==> config.mk <==
export PLATFORM = sky130hd
export DESIGN_NAME = dro_opl_capture_encoder
export DESIGN_NICKNAME = d
export VERILOG_FILES = /design/src/sv/dro_pkg.sv /design/src/sv/dro_seq.sv /design/src/sv/dro_opl_capture_encoder.sv
export SDC_FILE = /design/constraint.sdc
export NUM_CORES = 1
export LEC_CHECK = 0
export BUFFER_PORTS_ARGS = -buffer_cell sky130_fd_sc_hd__buf_2
export CAP_MARGIN = 40
export CORE_MARGIN = 2
export CORE_UTILIZATION = 45
export CTS_CLUSTER_SIZE = 14
export DETAILED_ROUTE_END_ITERATION = 16
export PLACE_DENSITY = 0.72
export SYNTH_ARGS = -nofsm -noshare
export SYNTH_HDL_FRONTEND = slang
export SYNTH_SLANG_ARGS = --single-unit
==> constraint.sdc <==
create_clock -name clk -period 9.7 [get_ports clk]
set_input_delay 0 -clock clk [delete_from_list [all_inputs] [get_ports clk]]
set_output_delay 0 -clock clk [all_outputs]
set_load 0.05 [all_outputs]
==> src/sv/dro_pkg.sv <==
`default_nettype none
// ---------------------------------------------------------------------------
// dro_pkg
// Types, constants and the control store of the DRO v1 capture encoder.
// ---------------------------------------------------------------------------
package dro_pkg;

  localparam int unsigned MPT_W   = 24;
  localparam int unsigned TICKS_W = 12;
  localparam int unsigned PROD_W  = MPT_W + TICKS_W;
  localparam int unsigned ACC_W   = 48;
  localparam int unsigned D_W     = 21;
  localparam int unsigned STEP_W  = 5;

  localparam logic [D_W-1:0] CHUNK_MS  = 21'd65536;
  localparam logic [D_W-1:0] DELAY_CAP = 21'd1114112;
  localparam logic [D_W-1:0] SHORT_MAX = 21'd256;
  localparam logic [7:0]     ESC_BYTE  = 8'd4;
  localparam logic [7:0]     ESC_MAX   = 8'd4;
  localparam logic [7:0]     CHIP_BASE = 8'd2;
  localparam logic [7:0]     BYTE_ONE  = 8'd1;
  localparam logic [7:0]     BYTE_FF   = 8'd255;
  localparam logic [7:0]     BYTE_ZERO = 8'd0;

  typedef logic [STEP_W-1:0] step_t;

  typedef enum logic [3:0] {
    SRC_NONE,
    SRC_CHIP,
    SRC_ESC,
    SRC_REG,
    SRC_VAL,
    SRC_ONE,
    SRC_FF,
    SRC_ZERO,
    SRC_DLO,
    SRC_DHI
  } src_t;

  typedef enum logic [3:0] {
    DP_NOP,
    DP_SET_CHIP,
    DP_MUL,
    DP_ACC,
    DP_RND,
    DP_DIFF,
    DP_SAT,
    DP_CHUNK,
    DP_DEC
  } dp_t;

  typedef enum logic [2:0] {
    C_NEVER,
    C_ALWAYS,
    C_CHIP_SAME,
    C_REG_HIGH,
    C_D_ZERO,
    C_NO_CHUNK,
    C_SHORT
  } cond_t;

  typedef struct packed {
    src_t  src;
    logic  last;
    logic  fin;
    dp_t   dp;
    cond_t cond;
    step_t target;
  } ctrl_t;

  typedef struct packed {
    logic chip_same;
    logic reg_high;
    logic d_zero;
    logic no_chunk;
    logic short_d;
  } cond_flags_t;

  localparam step_t S_W_CHIPCHK = 5'd0;
  localparam step_t S_W_CHIP    = 5'd1;
  localparam step_t S_W_ESCCHK  = 5'd2;
  localparam step_t S_W_ESC     = 5'd3;
  localparam step_t S_W_REG     = 5'd4;
  localparam step_t S_W_VAL     = 5'd5;
  localparam step_t S_D_MUL     = 5'd6;
  localparam step_t S_D_ACC     = 5'd7;
  localparam step_t S_D_RND     = 5'd8;
  localparam step_t S_D_DIFF    = 5'd9;
  localparam step_t S_D_SAT     = 5'd10;
  localparam step_t S_D_LOOP    = 5'd11;
  localparam step_t S_D_C1      = 5'd12;
  localparam step_t S_D_C2      = 5'd13;
  localparam step_t S_D_C3      = 5'd14;
  localparam step_t S_D_REST    = 5'd15;
  localparam step_t S_D_L1      = 5'd16;
  localparam step_t S_D_L2      = 5'd17;
  localparam step_t S_D_L3      = 5'd18;
  localparam step_t S_D_S1      = 5'd19;
  localparam step_t S_D_S2      = 5'd20;
  localparam step_t S_D_END     = 5'd21;

  function automatic ctrl_t mk(src_t src, logic last, logic fin, dp_t dp,
                               cond_t cond, step_t target);
    ctrl_t w;
    w.src    = src;
    w.last   = last;
    w.fin    = fin;
    w.dp     = dp;
    w.cond   = cond;
    w.target = target;
    return w;
  endfunction

  function automatic ctrl_t rom_word(step_t s);
    ctrl_t w;
    case (s)
      S_W_CHIPCHK: w = mk(SRC_NONE, 1'b0, 1'b0, DP_NOP,      C_CHIP_SAME, S_W_ESCCHK);
      S_W_CHIP:    w = mk(SRC_CHIP, 1'b0, 1'b0, DP_SET_CHIP, C_NEVER,     S_W_CHIPCHK);
      S_W_ESCCHK:  w = mk(SRC_NONE, 1'b0, 1'b0, DP_NOP,      C_REG_HIGH,  S_W_REG);
      S_W_ESC:     w = mk(SRC_ESC,  1'b0, 1'b0, DP_NOP,      C_NEVER,     S_W_CHIPCHK);
      S_W_REG:     w = mk(SRC_REG,  1'b0, 1'b0, DP_NOP,      C_NEVER,     S_W_CHIPCHK);
      S_W_VAL:     w = mk(SRC_VAL,  1'b1, 1'b1, DP_NOP,      C_NEVER,     S_W_CHIPCHK);
      S_D_MUL:     w = mk(SRC_NONE, 1'b0, 1'b0, DP_MUL,      C_NEVER,     S_W_CHIPCHK);
      S_D_ACC:     w = mk(SRC_NONE, 1'b0, 1'b0, DP_ACC,      C_NEVER,     S_W_CHIPCHK);
      S_D_RND:     w = mk(SRC_NONE, 1'b0, 1'b0, DP_RND,      C_NEVER,     S_W_CHIPCHK);
      S_D_DIFF:    w = mk(SRC_NONE, 1'b0, 1'b0, DP_DIFF,     C_NEVER,     S_W_CHIPCHK);
      S_D_SAT:     w = mk(SRC_NONE, 1'b0, 1'b0, DP_SAT,      C_D_ZERO,    S_D_END);
      S_D_LOOP:    w = mk(SRC_NONE, 1'b0, 1'b0, DP_NOP,      C_NO_CHUNK,  S_D_REST);
      S_D_C1:      w = mk(SRC_ONE,  1'b0, 1'b0, DP_NOP,      C_NEVER,     S_W_CHIPCHK);
      S_D_C2:      w = mk(SRC_FF,   1'b0, 1'b0, DP_NOP,      C_NEVER,     S_W_CHIPCHK);
      S_D_C3:      w = mk(SRC_FF,   1'b0, 1'b0, DP_CHUNK,    C_ALWAYS,    S_D_LOOP);
      S_D_REST:    w = mk(SRC_NONE, 1'b0, 1'b0, DP_DEC,      C_SHORT,     S_D_S1);
      S_D_L1:      w = mk(SRC_ONE,  1'b0, 1'b0, DP_NOP,      C_NEVER,     S_W_CHIPCHK);
      S_D_L2:      w = mk(SRC_DLO,  1'b0, 1'b0, DP_NOP,      C_NEVER,     S_W_CHIPCHK);
      S_D_L3:      w = mk(SRC_DHI,  1'b1, 1'b1, DP_NOP,      C_NEVER,     S_W_CHIPCHK);
      S_D_S1:      w = mk(SRC_ZERO, 1'b0, 1'b0, DP_NOP,      C_NEVER,     S_W_CHIPCHK);
      S_D_S2:      w = mk(SRC_DLO,  1'b1, 1'b1, DP_NOP,      C_NEVER,     S_W_CHIPCHK);
      S_D_END:     w = mk(SRC_NONE, 1'b0, 1'b1, DP_NOP,      C_NEVER,     S_W_CHIPCHK);
      default:     w = mk(SRC_NONE, 1'b0, 1'b1, DP_NOP,      C_NEVER,     S_W_CHIPCHK);
    endcase
    return w;
  endfunction

endpackage
`default_nettype wire

==> src/sv/dro_seq.sv <==
`default_nettype none
// ---------------------------------------------------------------------------
// dro_seq
// Step counter and control store; one control word per step, with
// conditional jumps on datapath flags.
// ---------------------------------------------------------------------------
module dro_seq (
  input  wire logic                 clk,
  input  wire logic                 rst_n,
  input  wire logic                 start,
  input  wire dro_pkg::step_t       entry,
  input  wire dro_pkg::cond_flags_t flags,
  input  wire logic                 out_free,
  output dro_pkg::ctrl_t            ctrl,
  output logic                      fire,
  output logic                      busy
);

  dro_pkg::step_t step_r, step_nxt;
  logic           busy_r, busy_nxt;
  logic           taken;

  assign ctrl = dro_pkg::rom_word(step_r);
  assign busy = busy_r;
  assign fire = busy_r && ((ctrl.src == dro_pkg::SRC_NONE) || out_free);

  always_comb begin
    case (ctrl.cond)
      dro_pkg::C_NEVER:     taken = 1'b0;
      dro_pkg::C_ALWAYS:    taken = 1'b1;
      dro_pkg::C_CHIP_SAME: taken = flags.chip_same;
      dro_pkg::C_REG_HIGH:  taken = flags.reg_high;
      dro_pkg::C_D_ZERO:    taken = flags.d_zero;
      dro_pkg::C_NO_CHUNK:  taken = flags.no_chunk;
      dro_pkg::C_SHORT:     taken = flags.short_d;
      default:              taken = 1'b0;
    endcase
  end

  always_comb begin
    step_nxt = step_r;
    busy_nxt = busy_r;
    if (start) begin
      step_nxt = entry;
      busy_nxt = 1'b1;
    end else if (fire) begin
      if (ctrl.fin) begin
        busy_nxt = 1'b0;
      end else if (taken) begin
        step_nxt = ctrl.target;
      end else begin
        step_nxt = step_r + 5'd1;
      end
    end
  end

  always_ff @(posedge clk) begin
    if (!rst_n) begin
      step_r <= dro_pkg::S_W_CHIPCHK;
      busy_r <= 1'b0;
    end else begin
      step_r <= step_nxt;
      busy_r <= busy_nxt;
    end
  end

  a_no_start_busy: assert property (@(posedge clk) disable iff (!rst_n)
    start |-> !busy_r)
    else $error("start while sequencer busy");

  a_fin_idle: assert property (@(posedge clk) disable iff (!rst_n)
    (fire && ctrl.fin && !start) |=> !busy_r)
    else $error("sequencer still busy after final step");

  a_entry_step: assert property (@(posedge clk) disable iff (!rst_n)
    start |=> (busy_r && step_r == $past(entry)))
    else $error("sequencer did not load entry step");

endmodule
`default_nettype wire

==> src/sv/dro_opl_capture_encoder.sv <==
`default_nettype none
// The first byte of a write is registered after the chip check, and after the escape
// check too when the chip is unchanged; that of a delay after the multiply through
// chunk loop steps, and the rest step as well when no chunk is due. Later bytes follow
// at up to one per cycle while the output does not stall, with a gap at the escape
// check after a chip byte and at the chunk loop and rest steps. A new item is taken only
// once the previous one is done. Reset clears ms_per_tick, time and chip state.
// ---------------------------------------------------------------------------
// dro_opl_capture_encoder
// Encodes OPL register writes and tick delays into DRO v1 body bytes.
// ---------------------------------------------------------------------------
module dro_opl_capture_encoder #(
  parameter int unsigned FRAC_BITS = 16
) (
  input  wire logic        clk,
  input  wire logic        rst_n,
  input  wire logic        cfg_wr_en,
  input  wire logic [23:0] cfg_wr_data,
  input  wire logic        in_valid,
  output logic             in_stall,
  input  wire logic        in_kind,
  input  wire logic [8:0]  in_reg_address,
  input  wire logic [7:0]  in_reg_value,
  input  wire logic [11:0] in_ticks,
  output logic             out_valid,
  input  wire logic        out_stall,
  output logic [7:0]       out_byte,
  output logic             out_last
);

  localparam int unsigned IBITS = ((48 - FRAC_BITS) > 32) ? 32 : (48 - FRAC_BITS);
  localparam logic [dro_pkg::ACC_W-1:0] HALF = 48'd1 << (FRAC_BITS - 1);

  logic [dro_pkg::MPT_W-1:0]   mpt_r;
  logic [dro_pkg::ACC_W-1:0]   acc_r;
  logic [IBITS-1:0]            emitted_r;
  logic                        chip_r;
  logic [dro_pkg::PROD_W-1:0]  prod_r;
  logic [IBITS-1:0]            rnd_r;
  logic [IBITS-1:0]            dfull_r;
  logic [dro_pkg::D_W-1:0]     d_r;
  logic [8:0]                  addr_r;
  logic [7:0]                  val_r;
  logic [dro_pkg::TICKS_W-1:0] ticks_r;

  logic                        out_valid_r;
  logic [7:0]                  out_byte_r;
  logic                        out_last_r;
  logic [7:0]                  byte_sel;

  logic                        start;
  logic                        out_free;
  logic                        fire;
  logic                        busy;
  dro_pkg::step_t              entry;
  dro_pkg::ctrl_t              ctrl;
  dro_pkg::cond_flags_t        flags;
  logic [dro_pkg::ACC_W-1:0]   rnd_sum;

  assign start    = in_valid && !busy;
  assign in_stall = busy;
  assign entry    = in_kind ? dro_pkg::S_D_MUL : dro_pkg::S_W_CHIPCHK;
  assign out_free = !out_valid_r || !out_stall;
  assign rnd_sum  = acc_r + HALF;

  assign flags.chip_same = (addr_r[8] == chip_r);
  assign flags.reg_high  = (addr_r[7:0] > dro_pkg::ESC_MAX);
  assign flags.d_zero    = (dfull_r == '0);
  assign flags.no_chunk  = (d_r <= dro_pkg::CHUNK_MS);
  assign flags.short_d   = (d_r <= dro_pkg::SHORT_MAX);

  dro_seq u_seq (
    .clk      (clk),
    .rst_n    (rst_n),
    .start    (start),
    .entry    (entry),
    .flags    (flags),
    .out_free (out_free),
    .ctrl     (ctrl),
    .fire     (fire),
    .busy     (busy)
  );

  always_comb begin
    case (ctrl.src)
      dro_pkg::SRC_CHIP: byte_sel = dro_pkg::CHIP_BASE | {7'd0, addr_r[8]};
      dro_pkg::SRC_ESC:  byte_sel = dro_pkg::ESC_BYTE;
      dro_pkg::SRC_REG:  byte_sel = addr_r[7:0];
      dro_pkg::SRC_VAL:  byte_sel = val_r;
      dro_pkg::SRC_ONE:  byte_sel = dro_pkg::BYTE_ONE;
      dro_pkg::SRC_FF:   byte_sel = dro_pkg::BYTE_FF;
      dro_pkg::SRC_ZERO: byte_sel = dro_pkg::BYTE_ZERO;
      dro_pkg::SRC_DLO:  byte_sel = d_r[7:0];
      dro_pkg::SRC_DHI:  byte_sel = d_r[15:8];
      default:           byte_sel = dro_pkg::BYTE_ZERO;
    endcase
  end

  // control and architectural state
  always_ff @(posedge clk) begin
    if (!rst_n) begin
      mpt_r       <= '0;
      acc_r       <= '0;
      emitted_r   <= '0;
      chip_r      <= 1'b0;
      out_valid_r <= 1'b0;
    end else begin
      if (cfg_wr_en) begin
        mpt_r <= cfg_wr_data;
      end
      if (fire && ctrl.dp == dro_pkg::DP_SET_CHIP) begin
        chip_r <= addr_r[8];
      end
      if (fire && ctrl.dp == dro_pkg::DP_ACC) begin
        acc_r <= acc_r + dro_pkg::ACC_W'(prod_r);
      end
      if (fire && ctrl.dp == dro_pkg::DP_DIFF) begin
        emitted_r <= rnd_r;
      end
      if (fire && ctrl.src != dro_pkg::SRC_NONE) begin
        out_valid_r <= 1'b1;
      end else if (!out_stall) begin
        out_valid_r <= 1'b0;
      end
    end
  end

  // payload
  always_ff @(posedge clk) begin
    if (start) begin
      addr_r  <= in_reg_address;
      val_r   <= in_reg_value;
      ticks_r <= in_ticks;
    end
    if (fire) begin
      case (ctrl.dp)
        dro_pkg::DP_MUL:   prod_r  <= dro_pkg::PROD_W'(ticks_r) * dro_pkg::PROD_W'(mpt_r);
        dro_pkg::DP_RND:   rnd_r   <= rnd_sum[FRAC_BITS +: IBITS];
        dro_pkg::DP_DIFF:  dfull_r <= rnd_r - emitted_r;
        dro_pkg::DP_SAT:   d_r     <= (32'(dfull_r) > 32'(dro_pkg::DELAY_CAP)) ?
                                      dro_pkg::DELAY_CAP : dro_pkg::D_W'(dfull_r);
        dro_pkg::DP_CHUNK: d_r     <= d_r - dro_pkg::CHUNK_MS;
        dro_pkg::DP_DEC:   d_r     <= d_r - 21'd1;
        default: begin
        end
      endcase
    end
    if (fire && ctrl.src != dro_pkg::SRC_NONE) begin
      out_byte_r <= byte_sel;
      out_last_r <= ctrl.last;
    end
  end

  assign out_valid = out_valid_r;
  assign out_byte  = out_byte_r;
  assign out_last  = out_last_r;

  a_stall_after_accept: assert property (@(posedge clk) disable iff (!rst_n)
    (in_valid && !in_stall) |=> in_stall)
    else $error("input not stalled after transfer");

  a_last_on_final: assert property (@(posedge clk) disable iff (!rst_n)
    (fire && ctrl.fin && ctrl.src != dro_pkg::SRC_NONE) |=> (out_valid && out_last))
    else $error("final byte not marked last");

  a_long_code_range: assert property (@(posedge clk) disable iff (!rst_n)
    (fire && ctrl.src == dro_pkg::SRC_DHI) |-> (d_r[20:16] == 5'd0))
    else $error("long delay code out of range");

endmodule
`default_nettype wire

==> Yosys cells after proc, flatten, opt, wreduce, memory -nomap -nowiden <==
Memories as Yosys holds them, arrays and structs flattened. A register that Yosys moved wholly into a read port is not among the register bits.
Index checks and enable logic that the tools add are counted.
{ "word_totals": {"wordCells": 92, "romBits": 576, "out_inout_bits": 11, "register_bits": 271, "mem_count": 1, "input_bits": 59} }
{ "op_classes": {"n_mux": 16, "n_reduce_logical": 23, "eq_ne": 25, "mul": 1, "n_addsub": 6, "magnitude_cmp": 4} }
{ "mem_list": {"columns": ["name", "depth", "word_bits", "rd", "rd_ports_with_merged_regs", "write_ports", "line_no", "text"], "rows": [
  ["(name not given)", 32, 18, 1, 1, 0, "dro_pkg.sv:116", "case (s)"]
]} }
{ "ops": {"columns": ["operator", "count"], "rows": [
  ["case mux 8 bit (8 select lines)", 1],
  ["case mux 21 bit (3 select lines)", 1],
  ["adder 48 x 16 -> 48 bit, second input constant", 1],
  ["adder 48 x 36 -> 48 bit", 1],
  ["multiplier 12 x 24 -> 36 bit", 1],
  ["greater-than comparator 32 x 21 -> 1 bit, second input constant", 1],
  ["zero test 32 bit", 1],
  ["subtractor 32 bit", 1],
  ["two-way mux 5 bit", 6],
  ["== test 4 x 3 -> 1 bit, second input constant", 7],
  ["less-or-equal comparator 21 x 17 -> 1 bit, second input constant", 1],
  ["less-or-equal comparator 21 x 9 -> 1 bit, second input constant", 1],
  ["two-way mux 21 bit", 1],
  ["subtractor 21 x 1 -> 21 bit, second input constant", 1],
  ["subtractor 21 x 17 -> 21 bit, second input constant", 1],
  ["== test 4 x 2 -> 1 bit, second input constant", 4],
  ["== test 4 bit, second input constant", 3],
  ["AND reduction 2 bit", 6],
  ["== test 3 bit, second input constant", 3],
  ["== test 4 x 1 -> 1 bit, second input constant", 2],
  ["greater-than comparator 8 x 3 -> 1 bit, second input constant", 1],
  ["== test 3 x 2 -> 1 bit, second input constant", 2],
  ["logical AND 1 bit", 6],
  ["case mux 1 bit (6 select lines)", 1],
  ["other kinds (13)", 21]
]} }

==> Longest topological paths before layout <==
{ "logic_depth": {"depth_word": 8, "mapped_depth": 24, "depth_no_buf": 22} }

==> Modules after synthesis <==
A second synthesis with hierarchy kept.
{ "hier_totals": {"hier_cells": 2663, "hier_area_um2": 24310.8} }
{ "modules_own_cells": {"columns": ["module", "instances", "cells_each", "seq_area_each_um2", "area_per_inst_um2"], "rows": [
  ["dro_opl_capture_encoder", 1, 2503, 6896.6, 22846.9],
  ["dro_seq", 1, 160, 480.5, 1463.9]
]} }

==> Worst setup path after synthesis <==
OpenSTA, ideal clock, no wires.
{ "synth_path": {"path_type": "flip-flop to flip-flop", "start": "register ticks_r[5] in the netlist's numbering", "end": "register prod_r[34] in the netlist's numbering (data pin)", "path_stages_with_launch": 23, "setup_ns": 0.258, "synth_period_minus_slack_ns": 6.014, "path_slack_ns": 3.686, "arrival_ns": 5.757, "path_cell_list": "edfxtp_1 clkbuf_1 nand2_1 fa_1 fa_1 inv_1 fa_1 fa_1 inv_1 fa_1 inv_1 ha_1 clkbuf_1 a31o_2 a21oi_1 o21ai_0 nand2b_1 o211ai_1 o311ai_0 a211oi_1 or3b_2 a21oi_1 xnor2_1"} }
{ "synth_via": {"elab_chain_len": 1} }
{ "synth_rtl": {"columns": ["element", "line_no", "text"], "rows": [
  ["from (decl)", "dro_opl_capture_encoder.sv:44", "logic [dro_pkg::TICKS_W-1:0] ticks_r;"],
  ["from (signal assigned)", "dro_opl_capture_encoder.sv:133", "ticks_r <= in_ticks;"],
  ["multiplier 12 x 24 -> 36 bit", "dro_opl_capture_encoder.sv:137", "dro_pkg::DP_MUL: prod_r <= dro_pkg::PROD_W'(ticks_r) * dro_pkg::PROD_W'(mpt_r);"],
  ["to (signal assigned)", "dro_opl_capture_encoder.sv:137", null],
  ["to (decl)", "dro_opl_capture_encoder.sv:38", "logic [dro_pkg::PROD_W-1:0] prod_r;"]
]} }
Every way passes these cells.
A chain may end at the register's enable or synchronous reset.

==> Worst setup path in the final report <==
{ "layout_path": {"start": "register ticks_r[8] in the netlist's numbering", "end": "register prod_r[34] in the netlist's numbering (data pin)"} }
Same word-level chain as after synthesis.

==> qor.yml <==
yosys:
  ys_ff_latch: 289
  yosysSeqAreaShare: 0.312
  syn_nets: 3019
  syn_avg_cell_area_sq_um: 9.14
  synth_top_family_by_area: "adder cells"
  synth.top_cell.area_share: 0.202
  yosys.area_share.simple: 0.169
  synthAdderAreaFrac: 0.268
  synth_compound_gate_area_share: 0.115
  syn_area_sq_um: 23600
  synth_flop_cell: "edfxtp_1"
  yosysTopAreaCell: "edfxtp_1"
  ys_warn_count: 0
  synth_most_common_cell: "nand2_1"
  syn_inst: 2587
  synth_cell_types: 71
  synthTopCellsByCount: "nand2_1, inv_1, fa_1"
  synthMuxAreaShare: 0.0127
  synthXorXnorAreaFrac: 0.0526
  async_reset_ff_frac: 0
  synth_edf_count: 159
  synthTopCellsByArea: "edfxtp_1, fa_1, dfxtp_1"
detailed_routing:
  drtAntennaViolNets: 0
  wire_per_inst_microns: 15.8
  first_iter_violations: 1173
  drtPass1Iterations: 6
  via_count: 17925
  route.detailed.drc: 0
  vias_per_cell: 5.32
  drt_wl_total_mm: 53.3
finish:
  syn_to_final_growth_pct: 11.6
  final_util: 0.511
  drive_above_1_share: 0.0633
  antenna_cells: 0
  final_nets: 3093
  fill_cells: 4529
cts:
  postCtsSetupBuffers: 0
  cts_root_buffer: "clkbuf_16"
  clock_latency_ns: 0.55
  hold_buffers: 57
  cts_num_sinks: 289
  cts_resized: 0
  cts.path.max_buffers: 3
  clk_pin_slew_worst_paths_ns: 0.05
  cts_max_level: 2
  cts_tree: "yes"
  cts_buffers: 34
global_routing:
  grt_first_pass_wirelength_mm: 89.0
  overflow: 0
  first_global_vias: 18566
  grt_max_degree: 60
  grt_antenna_before_repair: 0
  grt_use_total: 0.200
power_and_ir_drop:
  power_mw: 3.80
  p_leak_nw: 11.3
  ir_drop_v: 0.000127
  power_density_nw_per_um2: 144
sta:
  tns_ns: 0
  hold_viol: 0
  post-route-period-util: 0.722
  tightest_slew_ns: 0.946
  setup-violations-final: 0
  rsz0062_at_grt: "no"
  timing.hold.ws_ns: 0.0261
  skew_ns: 0.0139
  period_needed_ns: 7.00
  slew_headroom: 0.369
  fmaxAchievable_ghz: 0.143
  slew_viol_final: 0
worst_setup_path:
  crit_type: "reg2reg"
  end_kind: "flop"
  worstPathRequired_ns: 9.99
  cp.arrival_ns: 7.29
  start_kind: "flop"
  worstPathMaxFanout: 24
die:
  start_util: 0.458
  fp.coreArea_sq_um: 51600
  fp.dieArea_sq_um: 54400
  ioPinCount: 70
  die_h_microns: 233
  die_w_microns: 233
  rows: 83
placed_design:
  gp_congestion: 0.890
  io_buffers: 69
  dp_hpwl_mm: 39.2
hold_path:
  holdCritPathClass: "in2reg"
flow_run:
  cap_violations: 0
outcome:
  outcome: "complete, no violations"
==> per-layer routing <==
layer	vias up	routed length [microns]	global-route usage
li1	8678	-	-
met2	541	26300	0.351
met1	8611	22700	0.250
met4	0	1390	0.0681
met3	95	3020	0.0311
met5	-	0	0
==> power by group <==
part	internal, mW	total (mW)	switching, mW	leakage (nW)
clock network	0.803	1.33	0.523	0.578
logic	0.449	1.06	0.609	8.25
registers	1.36	1.42	0.0602	2.49
==> worst paths after layout <==
| path | cells after the start | from | slack, ns | end |
|---|---|---|---|---|
| setup reg to reg | 20 | ticks_r[8] | 2.70 | prod_r[34] |
| hold reg to reg | 0 | u_seq.ctrl[13] | 0.42 | out_last |
| hold / removal | 5 | in_kind | 0.03 | u_seq.ctrl[17] |
| setup / recovery | 20 | ticks_r[8] | 2.70 | prod_r[34] |
==> per-stage QoR <==
step / cells / setup WS [ns] / instance area, sq um
6_report: 3367 / 2.70 / 26400
5_1_grt: 3367 / 2.23 / 26400
4_1_cts: 3367 / 2.73 / 26400
3_5_place_dp: 3248 / 2.75 / 24600
3_3_place_gp: 3241 / 2.95 / 24500
2_1_floorplan: 2587 / 3.69 / 23600
==> registers in the layout, indices dropped and copies added, names as in the netlist, 5 cells and up <==
register / flops
addr_r: 9
rnd_r: 32
d_r: 21
val_r: 8
u_seq.ctrl: 18
ticks_r: 12
out_byte: 8
acc_r: 48
emitted_r: 32
prod_r: 36
mpt_r: 24
u_seq.step_r: 5
dfull_r: 32
==> placed cells by master (no fill, tap or decap), types with 6 or more instances in the layout <==
master / n
nand2_1: 426
buf_4: 11
o22ai_1: 8
o21ai_0: 83
ha_1: 151
clkbuf_1: 9
nor3_1: 24
a211oi_1: 8
a41oi_1: 7
a22oi_1: 6
dlygate4sd3_1: 57
and2_1: 93
nand4_1: 11
and3_1: 12
edfxtp_1: 159
fa_1: 222
xor2_1: 32
dfxtp_1: 130
nor2b_1: 15
xnor2_1: 110
o21bai_1: 14
a31oi_1: 12
nand2b_1: 21
mux2i_1: 30
buf_2: 70
clkbuf_16: 38
or3_1: 10
clkinv_2: 7
nor2_1: 149
o31ai_1: 6
a21o_1: 43
nand3_1: 52
nor4_1: 18
a31o_2: 6
a21oi_1: 171
o21a_1: 16
inv_1: 342
==> critical path, cell delays in order (launching register included) <==
cell and delay, ns:
edfxtp_1 0.95, nand2_1 0.21, fa_1 0.57, inv_1 0.05, fa_1 0.48, fa_1 0.54
fa_1 0.56, inv_1 0.06, fa_1 0.52, inv_1 0.04, ha_1 0.38, a31o_2 0.28
a21oi_1 0.14, o21ai_0 0.13, nand2b_1 0.10, o211ai_1 0.17, o311ai_0 0.67, a211oi_1 0.15
or3b_2 0.47, a21oi_1 0.18, xnor2_1 0.09
==> layout make-up <==
cell class                 count  area (sq um)  share of cell area
multi-input combinational   1849         14600               0.553
sequential                   289          7380               0.280
inverter                     344          1290              0.0490
timing repair buffer         143          1090              0.0414
clock buffer                  51          1040              0.0394
tap                          680           851              0.0323
clock inverter                11           128             0.00484
==> logic make-up (layout without fill, tap and decap cells) <==
family / count (synthesis) / after routing
buffers and inverters: 449 / 549
multiplexers: 30 / 30
AND/OR/NAND/NOR: 870 / 870
adder cells (fa/ha/maj): 373 / 373
flip-flops: 289 / 289
XOR/XNOR: 142 / 142
AO/OA/AOI/OAI: 434 / 434
(Power assumes the default switching activity.)
